===== src/rtl/kli_pkg.sv =====
// Shared types, field layout and constants for the keyframe interpolator.
package kli_pkg;

  localparam int TIME_W     = 24;
  localparam int VALUE_W    = 32;
  localparam int INDEX_W    = 8;
  localparam int COUNT_W    = 9;
  localparam int FRAC_W     = 16;
  localparam int BLEND_W    = FRAC_W + 1;
  localparam int COMP_N     = 3;

  localparam int DEFAULT_MAX_KEYS = 256;

  localparam logic [BLEND_W-1:0] ONE_Q16 = BLEND_W'(1) << FRAC_W;

  // command codes carried in in_tuser
  localparam logic CMD_WRITE = 1'b0;
  localparam logic CMD_QUERY = 1'b1;

  // input item layout
  localparam int IN_USER_W   = 1;
  localparam int KIDX_LSB    = 0;
  localparam int KTIME_LSB   = KIDX_LSB + INDEX_W;
  localparam int VAL_LSB     = KTIME_LSB + TIME_W;
  localparam int QTIME_LSB   = VAL_LSB + COMP_N * VALUE_W;
  localparam int IN_USED_W   = QTIME_LSB + TIME_W;
  localparam int IN_DATA_W   = ((IN_USED_W + 7) / 8) * 8;

  // result item layout
  localparam int SEG_LSB     = COMP_N * VALUE_W;
  localparam int BLEND_LSB   = SEG_LSB + INDEX_W;
  localparam int OUT_USED_W  = BLEND_LSB + BLEND_W;
  localparam int OUT_DATA_W  = ((OUT_USED_W + 7) / 8) * 8;

  typedef logic [COMP_N-1:0][VALUE_W-1:0] vec3_t;

  typedef enum logic [3:0] {
    ST_IDLE,
    ST_SCAN,
    ST_FETCH0,
    ST_FETCH1,
    ST_FACTOR,
    ST_DECIDE,
    ST_DIV,
    ST_LERP,
    ST_DONE
  } state_t;

  typedef enum logic [1:0] {
    LP_IDLE,
    LP_DELTA,
    LP_MUL,
    LP_ADD
  } lerp_ph_t;

endpackage


===== src/rtl/kli_lerp.sv =====
// Blend unit: one shared multiplier, three components in turn.
module kli_lerp (
  input  logic                        clk,
  input  logic                        rst_n,
  input  logic                        start,
  input  logic [kli_pkg::BLEND_W-1:0] factor,
  input  kli_pkg::vec3_t              start_val,
  input  kli_pkg::vec3_t              end_val,
  output logic                        done,
  output kli_pkg::vec3_t              result
);
  import kli_pkg::*;

  localparam int MW = VALUE_W + 1;
  localparam int PW = MW + BLEND_W;

  lerp_ph_t          ph_r, ph_nxt;
  logic [1:0]        comp_r;
  logic              neg_r;
  logic [MW-1:0]     mag_r;
  logic [PW-1:0]     prod_r;
  vec3_t             res_r;

  logic [VALUE_W-1:0] s_c;
  logic [VALUE_W-1:0] e_c;
  logic [MW-1:0]      delta;
  logic [MW-1:0]      step;
  logic [MW-1:0]      sum;
  logic               last;

  assign s_c   = start_val[comp_r];
  assign e_c   = end_val[comp_r];
  assign delta = {e_c[VALUE_W-1], e_c} - {s_c[VALUE_W-1], s_c};
  assign step  = prod_r[FRAC_W +: MW];
  assign sum   = neg_r ? ({s_c[VALUE_W-1], s_c} - step) : ({s_c[VALUE_W-1], s_c} + step);
  assign last  = comp_r == 2'(COMP_N - 1);

  always_ff @(posedge clk) begin
    if (!rst_n) begin
      ph_r <= LP_IDLE;
    end else begin
      ph_r <= ph_nxt;
    end
  end

  always_comb begin
    ph_nxt = ph_r;
    done   = 1'b0;
    case (ph_r)
      LP_IDLE:  if (start) ph_nxt = LP_DELTA;
      LP_DELTA: ph_nxt = LP_MUL;
      LP_MUL:   ph_nxt = LP_ADD;
      LP_ADD: begin
        if (last) begin
          done   = 1'b1;
          ph_nxt = LP_IDLE;
        end else begin
          ph_nxt = LP_DELTA;
        end
      end
      default:  ph_nxt = LP_IDLE;
    endcase
  end

  always_ff @(posedge clk) begin
    case (ph_r)
      LP_IDLE: comp_r <= '0;
      LP_DELTA: begin
        neg_r <= delta[MW-1];
        mag_r <= delta[MW-1] ? (~delta + MW'(1)) : delta;
      end
      LP_MUL: prod_r <= PW'(mag_r) * PW'(factor);
      LP_ADD: begin
        res_r[comp_r] <= sum[VALUE_W-1:0];
        comp_r        <= comp_r + 2'(1);
      end
      default: comp_r <= '0;
    endcase
  end

  assign result = res_r;

endmodule


===== config.mk =====
export PLATFORM = sky130hd
export DESIGN_NAME = kli_lerp
export DESIGN_NICKNAME = d
export VERILOG_FILES = /design/src/rtl/kli_pkg.sv /design/src/rtl/kli_lerp.sv
export SDC_FILE = /design/constraint.sdc
export NUM_CORES = 2
export LEC_CHECK = 0
export CAP_MARGIN = 10
export CORE_MARGIN = 2
export CORE_UTILIZATION = 55
export CTS_CLUSTER_DIAMETER = 200
export DETAILED_ROUTE_END_ITERATION = 8
export DONT_BUFFER_PORTS = 1
export PLACE_DENSITY_LB_ADDON = 0.08
export SLEW_MARGIN = 20
export SYNTH_ARGS = -nofsm -noshare
export SYNTH_HDL_FRONTEND = slang
export SYNTH_SLANG_ARGS = --single-unit

===== constraint.sdc =====
create_clock -name clk -period 10 [get_ports clk]
set_clock_uncertainty 0.2 [all_clocks]
set_input_delay 2 -clock clk [delete_from_list [all_inputs] [get_ports clk]]
set_output_delay 2 -clock clk [all_outputs]
set_load 0.005 [all_outputs]

==> impl_metrics.py <==
metrics = {
    "drt": {
        "wl_per_cell_microns": 20.4,
        "dr.pass1.iters": 8,
        "vias": 20200,
        "drt_wl_total_mm": 73.2,
        "antenna_left": 0,
        "drtIter0Drc": 1375,
        "drc": 0,
        "viasPerCell": 5.63,
    },
    "clock_tree": {
        "ctsHoldBuffers": 0,
        "path_clk_slew_ns": 0.07,
        "insertion_delay_ns": 0.46,
        "cts.sinks": 166,
        "cts_resized": 0,
        "numCtsBuffers": 17,
        "htreeDepth": 4,
        "cts_buffer_depth": 2,
        "cts_tree": "built",
        "postCtsSetupBuffers": 0,
        "cts-root-buf": "clkbuf_16",
    },
    "logic_synthesis": {
        "netlist_area_sq_um": 27600,
        "synthesis.nets": 3841,
        "yosys.area.top_type": "fa_1",
        "yosys_warnings": 0,
        "synth_seq_cells": 166,
        "syn-instance-count": 2982,
        "synth.avg_cell_area_sq_um": 9.27,
        "async_reset_ff_share_pct": 0,
        "synth_area_leaders": "fa_1 (34%), edfxtp_1 (18%), ha_1 (8.3%)",
        "ys.flop_type": "edfxtp_1",
        "seq_area_frac_synth_pct": 18.0,
        "synth_cell_types": 80,
        "yosysTopAreaCellShare_pct": 33.5,
        "synth-edff-count": 164,
    },
    "global_route": {
        "grt_pass1_vias": 21200,
        "overflow": 0,
        "antenna_found_initial": 7,
        "globalRouteTotalUtil_pct": 28.9,
        "grt_start_max_net_pins": 68,
        "grt_pass1_wl_mm": 116,
    },
    "place": {
        "hpwl_mm": 58.3,
        "place_area_sq_um": 28100,
        "place.gp.congestion": 0.903,
        "io_buffers": 0,
    },
    "finish": {
        "syn2layout_area_growth_pct": 4.04,
        "final_common_cell": "inv_1",
        "nNetsFinal": 3752,
        "mostFrequentLayoutCells": "inv_1 (580), fa_1 (463), nand2_1 (432)",
        "postLayoutCellArea_sq_um": 28800,
        "final_layout_size_suffix_gt1_share_pct": 2.96,
        "fin_util_pct": 57.7,
    },
    "status": {
        "outcome": "finished, final reports clean",
    },
    "worst_hold_path": {
        "min_path_cells": 2,
        "hold_path_class": "reg -> reg",
    },
    "die": {
        "core_sq_um": 49900,
        "num_rows": 82,
        "die-width_microns": 228,
        "dieArea_sq_um": 52100,
        "io-pin-count": 309,
        "start_util_pct": 55.4,
        "die_h_microns": 228,
    },
    "worst_setup_path": {
        "r2r_cells": 22,
        "worst-setup-path-type": "in -> reg",
        "crit_path_end_kind": "flop",
        "cp-start-kind": "primary input",
        "worstPathRequired_ns": 10.01,
        "cp.arrival_ns": 8.50,
        "crit_fanout": 33,
    },
    "timing": {
        "relSlewSlack_pct": 35.3,
        "fmax_ghz": 0.118,
        "min_period_over_period_pct": 84.9,
        "setup_tns_ns": 0,
        "maxSlewViolCount": 0,
        "hold_violations": 0,
        "setup-violations-final": 0,
        "whs_ns": 0.398,
        "post-route-min-period_ns": 8.49,
        "tightestPinTransition_ns": 0.971,
        "rsz0062_at_grt": "false",
    },
    "job": {
        "drv_cap": 0,
    },
}
## cells by family after synthesis
logic type	synth area share [%]
buffers and inverters	9.66
adder cells (fa/ha/maj)	41.9
AO/OA/AOI/OAI	7.74
XOR/XNOR	4.65
multiplexers	2.39
AND/OR/NAND/NOR	15.7
flip-flops	18.0
## through the flow
stage                     instances  worst slack, ns
after floorplan                2982             1.84
after global placement         3545             1.34
after detailed placement       3545             1.12
after CTS                      3577             1.60
after global routing           3580             1.18
final                          3583             1.51
## area by class of cell
type	instances	area, sq um
fillers	4441	21100
multi-input cells	2109	20000
flip-flops and latches	166	4960
inverters	580	2180
well taps	672	841
clock buffers	17	425
repair buffers	19	163
clock inverters	15	158
diodes	5	12.5
## flip-flops by register name, indices dropped and copies added, names as in the netlist
| signal | flops |
|---|---|
| neg_r | 1 |
| result | 96 |
| ph_r | 2 |
| prod_r | 32 |
| mag_r | 33 |
| comp_r | 2 |
## metal layers
layer	wire, microns	GRT usage, %
met1	30200	37.6
met2	36500	49.2
met3	4660	5.54
met4	1800	8.11
met5	115	1.38
## worst max-delay path, cell delays in order
cell and delay [ns]:
and2_1 0.14, fa_1 0.54, inv_1 0.05, fa_1 0.47, inv_1 0.06, fa_1 0.50, fa_1 0.53, fa_1 0.49
inv_1 0.05, fa_1 0.48, inv_1 0.05, ha_1 0.33, nand3_1 0.15, nor2_1 0.17, nand2_1 0.06, o211ai_1 0.60
o21bai_1 0.33, a21oi_1 0.26, o211ai_1 0.17, o31ai_1 0.53, a21oi_1 0.21, o21bai_1 0.21, xor2_1 0.09
## worst paths after layout
| path | startpoint | slack, ns | endpoint |
|---|---|---|---|
| max | factor[5] | 1.51 | prod_r[45] |
| min | ph_r[0] | 0.40 | ph_r[0] |
| max reg2reg | mag_r[17] | 2.10 | prod_r[45] |
| min reg2reg | ph_r[0] | 0.40 | ph_r[0] |
## Yosys cell counts, drive strengths merged (3+ instances only)
cell / number
a221oi: 3
nor3: 27
o21a: 18
fa: 463
clkbuf: 114
a21boi: 3
ha: 184
xnor2: 98
or2: 9
edfxtp: 164
or4: 5
nor4: 8
nor2: 133
a211oi: 4
nor2b: 11
xor2: 48
mux2i: 66
nand3: 17
nand4b: 3
nand2: 432
o21bai: 15
o21ai: 77
and3: 13
and4: 4
o211ai: 7
or3: 4
and2: 217
a31oi: 15
nand4: 11
a31o: 4
inv: 580
buf: 13
o31ai: 4
a21oi: 122
nor3b: 3
o31a: 4
o221a: 3
nand2b: 8
a41oi: 4
a21o: 33
Power is left out: the tool's default activity adds up to more than one toggle a clock period on the data nets, which glitch-free logic cannot reach.
