File: src/rtl/kli_pkg.sv
// Shared types, field layout and constants for the keyframe interpolator.
package kli_pkg;

  localparam int TIME_W     = 24;
  localparam int VALUE_W    = 32;
  localparam int INDEX_W    = 8;
  localparam int COUNT_W    = 9;
  localparam int FRAC_W     = 16;
  localparam int BLEND_W    = FRAC_W + 1;
  localparam int COMP_N     = 3;

  localparam int DEFAULT_MAX_KEYS = 256;

  localparam logic [BLEND_W-1:0] ONE_Q16 = BLEND_W'(1) << FRAC_W;

  // command codes carried in in_tuser
  localparam logic CMD_WRITE = 1'b0;
  localparam logic CMD_QUERY = 1'b1;

  // input item layout
  localparam int IN_USER_W   = 1;
  localparam int KIDX_LSB    = 0;
  localparam int KTIME_LSB   = KIDX_LSB + INDEX_W;
  localparam int VAL_LSB     = KTIME_LSB + TIME_W;
  localparam int QTIME_LSB   = VAL_LSB + COMP_N * VALUE_W;
  localparam int IN_USED_W   = QTIME_LSB + TIME_W;
  localparam int IN_DATA_W   = ((IN_USED_W + 7) / 8) * 8;

  // result item layout
  localparam int SEG_LSB     = COMP_N * VALUE_W;
  localparam int BLEND_LSB   = SEG_LSB + INDEX_W;
  localparam int OUT_USED_W  = BLEND_LSB + BLEND_W;
  localparam int OUT_DATA_W  = ((OUT_USED_W + 7) / 8) * 8;

  typedef logic [COMP_N-1:0][VALUE_W-1:0] vec3_t;

  typedef enum logic [3:0] {
    ST_IDLE,
    ST_SCAN,
    ST_FETCH0,
    ST_FETCH1,
    ST_FACTOR,
    ST_DECIDE,
    ST_DIV,
    ST_LERP,
    ST_DONE
  } state_t;

  typedef enum logic [1:0] {
    LP_IDLE,
    LP_DELTA,
    LP_MUL,
    LP_ADD
  } lerp_ph_t;

endpackage

File: src/rtl/kli_div.sv
// Restoring divider: one quotient bit per cycle, num < den, Q0.16 result.
module kli_div (
  input  logic                       clk,
  input  logic                       rst_n,
  input  logic                       start,
  input  logic [kli_pkg::TIME_W-1:0] num,
  input  logic [kli_pkg::TIME_W-1:0] den,
  output logic                       done,
  output logic [kli_pkg::FRAC_W-1:0] quot
);
  import kli_pkg::*;

  localparam int CNT_W = $clog2(FRAC_W + 1);

  logic [TIME_W-1:0] rem_r;
  logic [TIME_W-1:0] den_r;
  logic [FRAC_W-1:0] quot_r;
  logic [CNT_W-1:0]  cnt_r;
  logic              run_r;
  logic              done_r;

  logic [TIME_W:0]   rem2;
  logic [TIME_W:0]   diff;
  logic              ge;

  assign rem2 = {rem_r, 1'b0};
  assign diff = rem2 - {1'b0, den_r};
  assign ge   = rem2 >= {1'b0, den_r};

  always_ff @(posedge clk) begin
    if (!rst_n) begin
      run_r  <= 1'b0;
      done_r <= 1'b0;
      cnt_r  <= '0;
    end else begin
      done_r <= 1'b0;
      if (start) begin
        run_r <= 1'b1;
        cnt_r <= CNT_W'(FRAC_W);
      end else if (run_r) begin
        cnt_r <= cnt_r - CNT_W'(1);
        if (cnt_r == CNT_W'(1)) begin
          run_r  <= 1'b0;
          done_r <= 1'b1;
        end
      end
    end
  end

  always_ff @(posedge clk) begin
    if (start) begin
      rem_r  <= num;
      den_r  <= den;
      quot_r <= '0;
    end else if (run_r) begin
      rem_r  <= ge ? diff[TIME_W-1:0] : rem2[TIME_W-1:0];
      quot_r <= {quot_r[FRAC_W-2:0], ge};
    end
  end

  assign done = done_r;
  assign quot = quot_r;

endmodule

File: config.mk
export PLATFORM = sky130hd
export DESIGN_NAME = kli_div
export DESIGN_NICKNAME = d
export VERILOG_FILES = /design/src/rtl/kli_pkg.sv /design/src/rtl/kli_div.sv
export SDC_FILE = /design/constraint.sdc
export NUM_CORES = 1
export LEC_CHECK = 0
export BUFFER_PORTS_ARGS = -buffer_cell sky130_fd_sc_hd__buf_2
export CORE_ASPECT_RATIO = 1.25
export CORE_MARGIN = 2
export CORE_UTILIZATION = 52
export DETAILED_ROUTE_END_ITERATION = 7
export PLACE_DENSITY_LB_ADDON = 0.3
export SKIP_LAST_GASP = 1
export SYNTH_ARGS = -nofsm -noshare
export SYNTH_HDL_FRONTEND = slang
export SYNTH_SLANG_ARGS = --single-unit
File: constraint.sdc
create_clock -name clk -period 2.85 [get_ports clk]
set_input_delay 0.57 -clock clk [delete_from_list [all_inputs] [get_ports clk]]
set_output_delay 0.57 -clock clk [all_outputs]
set_load 0.01 [all_outputs]
==> results of run 1 <==
-- flip-flops by register name, summed over array words and instances, names as in the netlist --
name / flops
cnt_r: 5
den_r: 24
done: 1
quot: 16
rem_r: 24
run_r: 1
-- layer usage --
layer,vias up,global-route usage (%),wire length [microns]
li1,1607,-,-
met1,1519,23.8,3670
met2,89,34.4,4430
met3,21,5.45,500
met4,0,10.3,252
met5,-,0,0
-- worst reg2reg max path: stages (launching register included) --
cell and delay [ns]:
edfxtp_1 0.45, ha_4 0.29, and2_1 0.19, and3_2 0.25, a221oi_2 0.34, o21ai_4 0.15, o32a_4 0.30, mux2_4 0.31
mux2_2 0.25
-- metrics by stage --
| stage | cell area (sq um) | TNS, ns | cells | power (mW) |
|---|---|---|---|---|
| floorplan | 4240 | 0 | 394 | 3.48 |
| global placement | 4780 | -0.115 | 563 | 3.98 |
| detailed placement | 4780 | -0.987 | 563 | 4.05 |
| CTS | 5030 | -0.0529 | 583 | 4.94 |
| global route | 5180 | -0.0539 | 583 | 5.45 |
| finish | 5180 | 0 | 583 | 5.11 |
-- repair_timing --
action	CTS	global route
setup endpoints to repair	22	22
gates cloned	3	0
setup buffers	1	0
endpoints found under the hold margin	0	0
pin swaps	4	8
hold buffers	0	0
resized for setup	3	22
-- area by class of cell --
cell class	count	area, sq um	area share [%]
clock buffer	11	153	2.94
timing repair buffer	93	531	10.2
multi-input combinational	276	2330	44.9
clock inverter	5	31.3	0.603
inverter	32	120	2.32
sequential	71	1900	36.7
tap	95	119	2.29
-- cells in the mapped netlist (all sizes together) (2+ instances only) --
cell	number	area share, %
nor2b	7	1.0
clkbuf	11	0.97
a31oi	4	0.59
and4b	3	0.71
nor4	4	0.59
mux2i	17	4.0
edfxtp	48	34
and3	3	0.44
nand2	20	1.8
inv	32	2.8
mux2	29	8.7
o21a	3	0.56
nor3	9	1.1
xor2	6	1.2
nand2b	7	1.0
o31ai	2	0.35
nand3	5	0.59
and2	2	0.30
ha	26	7.7
buf	7	1.3
o21ai	15	1.9
dfxtp	23	11
a21o	10	1.8
a221o	3	0.71
xnor2	17	3.5
nand4	4	0.59
a21oi	24	2.8
nor2	31	2.7
nor4b	3	0.62
a211oi	2	0.47
nor3b	3	0.53
-- path summary, 6_finish.rpt --
kind | from | to | slack [ns] | cells past startpoint
min | den[16] | den_r[16] | 0.39 | 1
max reg2reg | rem_r[18] | rem_r[5] | 0.08 | 8
max | rem_r[18] | rem_r[5] | 0.08 | 8
min reg2reg | quot[0] | quot[0] | 0.51 | 2
-- cells by family after synthesis --
group / Yosys count / share of synthesized area [%]
adder cells (fa/ha/maj): 27 / 8.15
buffers and inverters: 50 / 5.08
XOR/XNOR: 23 / 4.75
flip-flops: 71 / 44.9
AO/OA/AOI/OAI: 73 / 11.8
AND/OR/NAND/NOR: 104 / 12.7
multiplexers: 46 / 12.7
-- power by group through the flow --
stage	clock network (mW)	registers, mW	logic (mW)
3_3_place_gp	0	1.50	2.49
4_1_cts	0.768	1.49	2.69
3_5_place_dp	0	1.50	2.56
6_report	0.753	1.50	2.86
5_1_grt	0.810	1.53	3.12
2_1_floorplan	0	1.46	2.02
==> run summary, run 1 <==
Worst Tran Pin Value - 0.795 ns
final setup margin - 0.0840 ns
CTS HTree Levels - 3
Netlist cell types - 52
post-synthesis sequential area ratio - 44.9%
# rows - 36
Max Fclk - 362 MHz
Worst Hold Class - in -> reg
RSZ-0062 raised after global routing - true
Clock Path Buffers - 2
GRT Residual Overflow - 0
main flop type after synthesis - edfxtp_1
Final Critical Period - 2.77 ns
Sw Ratio - 36.2%
outcome - complete, no violations
number of global-route vias before repair - 3236
Setup-failing EPs final - 0
GP Congestion - 0.839
Die ar. - 8890 sq um
filler cell count in the final layout - 626
number of flops mapped to enable cells by yosys - 48
Detail Route Antenna Nets - 0
Area Growth Syn to Fin - 22.4%
critical path fanouts, max - 6
CP endpoint kind - register
insertion delay to the later sink of the worst-skew pair - 0.35 ns
Remaining DRCs - 0
initial antenna violation count - 0
total CTS buffers - 9
final max-slew violation count - 0
diode count - 0
layout cells sized above 1 - 33.6%
Die Span X - 84.7 microns
Ports - 68
worst hold slack - 0.386 ns
Crit Path Category - reg -> reg
first-pass GRT wire length - 14.5 mm
Buf/Inv on CP - 0
worst vdd ir - 0.462 mV
worst path required time - 2.95 ns
Reg power frac - 29.4%
Max-Cap Viols - 0
IO buf count - 67
CP Launch Type - register
GRT Util Overall - 20.5%
final WL - 8.86 mm
largest net degree at the start of global routing - 35
Syn Inst Count - 394
DR vias - 3236
syn_area_per_cell - 10.8 sq um
Synthesized Nets - 472
nets@finish - 561
Max Clock Skew - 0.0106 ns
Pre-antenna DRT Iters - 4
Pint - 3.26 mW
critical path's largest stage delay - 0.45 ns
final hold vios - 0
Synth Register Bits - 71
clock sink count - 71
Leak - 2.28 nW
die height - 105 microns
critical path arrival - 2.87 ns
Final Core Density - 66.2%
Comb power frac - 55.9%
Yosys Warn Count - 0
most frequent cells in the layout - buf_2 (67), edfxtp_1 (48), inv_1 (32), nor2_1 (31), buf_4 (26)
Cell Chain, Critical Path - ha_4 -> and2_1 -> and3_2 -> a221oi_2 -> o21ai_4 -> o32a_4 -> mux2_4 -> mux2_2
CTS tree - yes
clk root buf - clkbuf_8
Psw - 1.85 mW
Slew Limit Headroom - 46.5%
Setup WS pre-CTS - -0.0939 ns
Top Family by Delay on Critical Path - compound AO/OA/AOI/OAI gates
most common cell after layout, fill and taps aside - buf_2
PwrDens - 986 nW/um^2
Iter 0 DRT Violations - 122
Synth Cell Area - 4240 sq um
Core Area - 7840 sq um
clock share of power - 14.7%
DP Wirelength - 6.24 mm
vias per inst - 5.55
period utilization - 97.1%
ys async rst share - 0%
Clk pin slew, worst setup/hold paths - 0.08 ns
routed len/inst - 15.2 microns
Initial Util - 54.1%
Crit-path slowest cell - edfxtp_1
Power figures use the tool's default switching activity.
==> run 2, diff against run 1 <==
Settings changed: CORE_UTILIZATION 52 to 57, PLACE_DENSITY from default to 0.8, PLACE_DENSITY_LB_ADDON 0.3 to default.
Clock period 2.85 ns to 2.8 ns, I/O delays scaled along.
==> run summary, run 2 (synthesis gave the netlist of run 1 again) <==
outcome - complete, but fails checks (was complete, no violations)
failing checks - setup timing
GP Congestion - 0.881 (was 0.839)
die height - 100 microns (was 105 microns)
nets@finish - 575 (was 561)
PnR Total Power - 5.60 mW (was 5.11 mW)
initial antenna violation count - 0 (unchanged)
Setup-failing EPs final - 12 (was 0)
PwrDens - 1050 nW/um^2 (was 986 nW/um^2)
met1 wire length - 3.71 mm (was 3.67 mm)
Worst Tran Pin Value - 0.674 ns (was 0.795 ns)
filler cell count in the final layout - 506 (was 626)
most common cell after layout, fill and taps aside - buf_2 (unchanged)
hold_sp - den[6] (was den[16])
critical path fanouts, max - 4 (was 6)
Crit Path Category - reg -> reg (unchanged)
final WL - 9.43 mm (was 8.86 mm)
IO buf count - 67 (unchanged)
DR top layer - met4 (unchanged)
Seq. cell area - 1900 sq um (unchanged)
worst reg2reg startpoint - rem_r[1] (was rem_r[18])
Max-Cap Viols - 0 (unchanged)
Detail Route Antenna Nets - 0 (unchanged)
CP endpoint kind - register (unchanged)
total CTS buffers - 9 (unchanged)
Clock Path Buffers - 2 (unchanged)
DR vias - 3370 (was 3236)
Clk pin slew, worst setup/hold paths - 0.08 ns (about the same)
worst vdd ir - 0.502 mV (was 0.462 mV)
# rows - 35 (was 36)
GRT Residual Overflow - 0 (unchanged)
CP Launch Type - register (unchanged)
routed len/inst - 15.9 microns (was 15.2 microns)
Initial Util - 57.9% (was 54.1%)
CTS tree - yes (unchanged)
Non-Filler Instances - 594 (was 583)
clock sink count - 71 (unchanged)
first-pass GRT wire length - 14.8 mm (was 14.5 mm)
Max Clock Skew - 0.00765 ns (was 0.0106 ns)
WHS Path Cells - 1 (unchanged)
Reg2Reg Depth - 10 (was 8)
Worst Hold Class - in -> reg (unchanged)
Die ar. - 8140 sq um (was 8890 sq um)
DP Wirelength - 6.09 mm (was 6.24 mm)
Leak - 2.40 nW (was 2.28 nW)
number of global-route vias before repair - 3440 (was 3236)
Final Critical Period - 2.87 ns (was 2.77 ns)
DP Cell Count - 566 (was 563)
Ports - 68 (unchanged)
Max Fclk - 349 MHz (was 362 MHz)
final setup margin - -0.0667 ns (was 0.0840 ns)
Iter 0 DRT Violations - 216 (was 122)
Core Area - 7310 sq um (was 7840 sq um)
diode count - 0 (unchanged)
largest net degree at the start of global routing - 28 (was 35)
Remaining DRCs - 0 (unchanged)
CTS hold repair buffers - 0 (unchanged)
WL met2 - 4.87 mm (was 4.43 mm)
critical path arrival - 2.98 ns (was 2.87 ns)
final hold vios - 0 (unchanged)
GRT Util Overall - 23.5% (was 20.5%)
most frequent cells in the layout - buf_2 (67), edfxtp_1 (48), buf_4 (35), inv_1 (32), nor2_1 (31) (was buf_2 (67), edfxtp_1 (48), inv_1 (32), nor2_1 (31), buf_4 (26))
RSZ-0062 raised after global routing - true (unchanged)
insertion delay to the later sink of the worst-skew pair - 0.35 ns (about the same)
Setup WS pre-CTS - -0.150 ns (was -0.0939 ns)
Area Growth Syn to Fin - 25.5% (was 22.4%)
CP Launch Point - rem_r[1] (was rem_r[18])
Slew Limit Headroom - 55.1% (was 46.5%)
metal3 WL - 582 microns (was 500 microns)
worst path required time - 2.91 ns (was 2.95 ns)
Multi-input gate area - 2300 sq um (was 2330 sq um)
Die Span X - 81.1 microns (was 84.7 microns)
layout cells sized above 1 - 35.1% (was 33.6%)
clk root buf - clkbuf_8 (unchanged)
vias per inst - 5.67 (was 5.55)
final max-slew violation count - 0 (unchanged)
period utilization - 102% (was 97.1%)
Pre-antenna DRT Iters - 4 (unchanged)
CTS HTree Levels - 3 (unchanged)
setup_tns - -0.309 ns (was 0 ns)
worst hold slack - 0.376 ns (was 0.386 ns)
==> run 2: cell types whose count changed in the layout (fill, tap and decap cells not counted), moves of 2 or more <==
cell | previous run | this run
buf_4 | 26 | 35
buf_6 | 0 | 6
ha_1 | 19 | 21
ha_4 | 6 | 4
mux2_2 | 18 | 12
mux2_4 | 11 | 17
nor4b_1 | 3 | 1
==> run 2: timing repair <==
| action | in CTS | in global routing |
|---|---|---|
| setup endpoints to repair | 22 | 22 |
| resized for setup | 8 | 25 |
| pin swaps | 8 | 3 |
| buffers inserted | 7 | 3 |
| cloned | 2 | 0 |
==> run 2: power breakdown <==
group | switching, mW | total (mW) | internal, mW
clock network | 0.400 | 0.856 | 0.456
logic | 1.47 | 3.21 | 1.75
registers | 0.138 | 1.53 | 1.39
==> run 2: critical path: stages, from the launching register on <==
cell	delay, ns
edfxtp_1	0.45
ha_4	0.32
nor2_1	0.05
a211oi_2	0.32
o211ai_2	0.15
o21a_2	0.24
o21ai_4	0.20
o32a_4	0.25
buf_6	0.12
mux2_4	0.29
mux2_2	0.25
==> run 2: layout make-up <==
class                      instances  share of cell area, %
inverter                          32                   2.26
sequential                        71                   35.8
clock inverter                     3                  0.424
tap                               92                   2.16
clock buffer                      13                   3.60
timing repair buffer             108                   12.5
multi-input combinational        275                   43.3
==> run 2: routing by layer <==
layer  track usage [%]  up-vias
li1                  -     1637
met1              27.1     1584
met2              41.6      116
met3              4.95       33
met4              9.39        0
met5                 0        -
==> run 2: worst paths after layout <==
kind,endpoint,slack (ns)
worst max-delay path,rem_r[17],-0.07
worst min-delay path,den_r[6],0.38
worst max register to register,rem_r[17],-0.07
worst min register to register,quot[15],0.51
==> run 2: per-stage QoR <==
step,util (%),cell area (sq um)
6_report,72.7,5320
2_1_floorplan,-,4250
5_1_grt,72.7,5320
3_3_place_gp,66.2,4840
4_1_cts,70.9,5190
3_5_place_dp,66.2,4840
==> run 3, diff against run 2 <==
Settings changed: CORE_UTILIZATION 57 to 61, PLACE_DENSITY 0.8 to 0.85, RECOVER_POWER from default to 100.
Clock period 2.8 ns to 3.65 ns, I/O delays scaled along.
==> run summary, run 3 (synthesis gave the netlist of run 1 again) <==
final max-slew violation count - 63 (was 0)
most common cell after layout, fill and taps aside - buf_2 (unchanged)
Clock Path Buffers - 2 (unchanged)
filler cell count in the final layout - 506 (unchanged)
Iter 0 DRT Violations - 150 (was 216)
clock sink count - 71 (unchanged)
Leak - 2.04 nW (was 2.40 nW)
Final Critical Period - 3.19 ns (was 2.87 ns)
Initial Util - 63.7% (was 57.9%)
GRT Residual Overflow - 0 (unchanged)
Area Growth Syn to Fin - 12.6% (was 25.5%)
Detail Route Antenna Nets - 0 (unchanged)
diode count - 0 (unchanged)
Setup-failing EPs final - 0 (was 12)
Slew Limit Headroom - -18.4% (was 55.1%)
CTS tree - yes (unchanged)
cts repair resizes - 0 (was 8)
GRT Util Overall - 22.7% (was 23.5%)
PnR Total Power - 3.61 mW (was 5.60 mW)
insertion delay to the later sink of the worst-skew pair - 0.35 ns (about the same)
total CTS buffers - 9 (unchanged)
critical path fanouts, max - 32 (was 4)
Max-Cap Viols - 2 (was 0)
Post-CTS Setup Repair Bufs - 0 (was 7)
Setup WS pre-CTS - 0.487 ns (was -0.150 ns)
outcome - complete, but fails checks (unchanged)
vias per inst - 5.57 (was 5.67)
Pre-antenna DRT Iters - 4 (unchanged)
Worst Hold Class - reg -> reg (was in -> reg)
period utilization - 87.3% (was 102%)
number of global-route vias before repair - 3206 (was 3440)
worst vdd ir - 0.354 mV (was 0.502 mV)
Max Clock Skew - 0.0139 ns (was 0.00765 ns)
failing checks - capacitance limit, slew limit (was setup timing)
nets@finish - 535 (was 575)
initial antenna violation count - 0 (unchanged)
DP Wirelength - 5.80 mm (was 6.09 mm)
setup_tns - 0 ns (was -0.309 ns)
WHS Path Cells - 2 (was 1)
Max Fclk - 314 MHz (was 349 MHz)
final instance area - 4770 sq um (was 5320 sq um)
PwrDens - 756 nW/um^2 (was 1050 nW/um^2)
Clk pin slew, worst setup/hold paths - 0.08 ns (about the same)
worst hold slack - 0.506 ns (was 0.376 ns)
Ports - 68 (unchanged)
final hold vios - 0 (unchanged)
final WL - 8.12 mm (was 9.43 mm)
DR vias - 3056 (was 3370)
Remaining DRCs - 0 (unchanged)
largest net degree at the start of global routing - 38 (was 28)
IO buf count - 67 (unchanged)
CP endpoint kind - register (unchanged)
first-pass GRT wire length - 13.9 mm (was 14.8 mm)
routed len/inst - 14.8 microns (was 15.9 microns)
CTS hold repair buffers - 0 (unchanged)
die height - 97.2 microns (was 100 microns)
worst path required time - 3.76 ns (was 2.91 ns)
CTS HTree Levels - 3 (unchanged)
Die ar. - 7630 sq um (was 8140 sq um)
Die Span X - 78.6 microns (was 81.1 microns)
most frequent cells in the layout - buf_2 (49), edfxtp_1 (48), inv_1 (32), nor2_1 (31), ha_1 (26) (was buf_2 (67), edfxtp_1 (48), buf_4 (35), inv_1 (32), nor2_1 (31))
Worst Tran Pin Value - 1.78 ns (was 0.674 ns)
CP Launch Type - register (unchanged)
final setup margin - 0.463 ns (was -0.0667 ns)
clk root buf - clkbuf_8 (unchanged)
layout cells sized above 1 - 20.8% (was 35.1%)
Reg2Reg Depth - 9 (was 10)
Core Area - 6650 sq um (was 7310 sq um)
Placement Cell Area - 4610 sq um (was 4840 sq um)
Crit Path Category - reg -> reg (unchanged)
GP Congestion - 0.908 (was 0.881)
# rows - 33 (was 35)
critical path arrival - 3.30 ns (was 2.98 ns)
RSZ-0062 raised after global routing - false (was true)
-- run 3: worst paths after layout --
kind,from,to,slack [ns]
setup / recovery,rem_r[2],rem_r[17],0.46
hold / removal,quot[0],quot[0],0.51
setup reg to reg,rem_r[2],rem_r[17],0.46
hold reg to reg,quot[0],quot[0],0.51
-- run 3: cell type report --
type	count	area [sq um]	area share, %
Clock inverter	5	63.8	1.34
Inverter	32	120	2.52
Multi-Input combinational cell	273	2100	43.9
Tap cell	87	109	2.28
Sequential cell	71	1900	39.9
Timing Repair Buffer	70	328	6.87
Clock buffer	11	153	3.20
-- run 3: per-stage QoR --
stage	util, %	cells
detailed placement	69.3	533
global route	71.8	549
CTS	72.6	549
global placement	69.3	533
finish	71.8	549
floorplan	-	394
-- run 3: critical path: stages (launching register included) --
cell and delay [ns]:
edfxtp_1 0.41, ha_1 0.37, nand2_1 0.09, a211oi_2 0.28, o211ai_1 0.16, o21a_2 0.25, o21ai_2 0.22, o32a_4 0.49
mux2_1 0.40, mux2_2 0.26
-- run 3: per-layer routing --
layer	global-route usage, %	share of wire (%)	vias up
met2	40.5	52	75
met3	5.20	4.5	9
met4	7.83	1.1	0
met5	0	0	-
li1	-	-	1543
met1	26.2	42	1429
-- run 3: report_power, final --
group | internal, mW | switching (mW)
clock | 0.362 | 0.316
sequential | 1.07 | 0.0860
combinational | 0.875 | 0.904
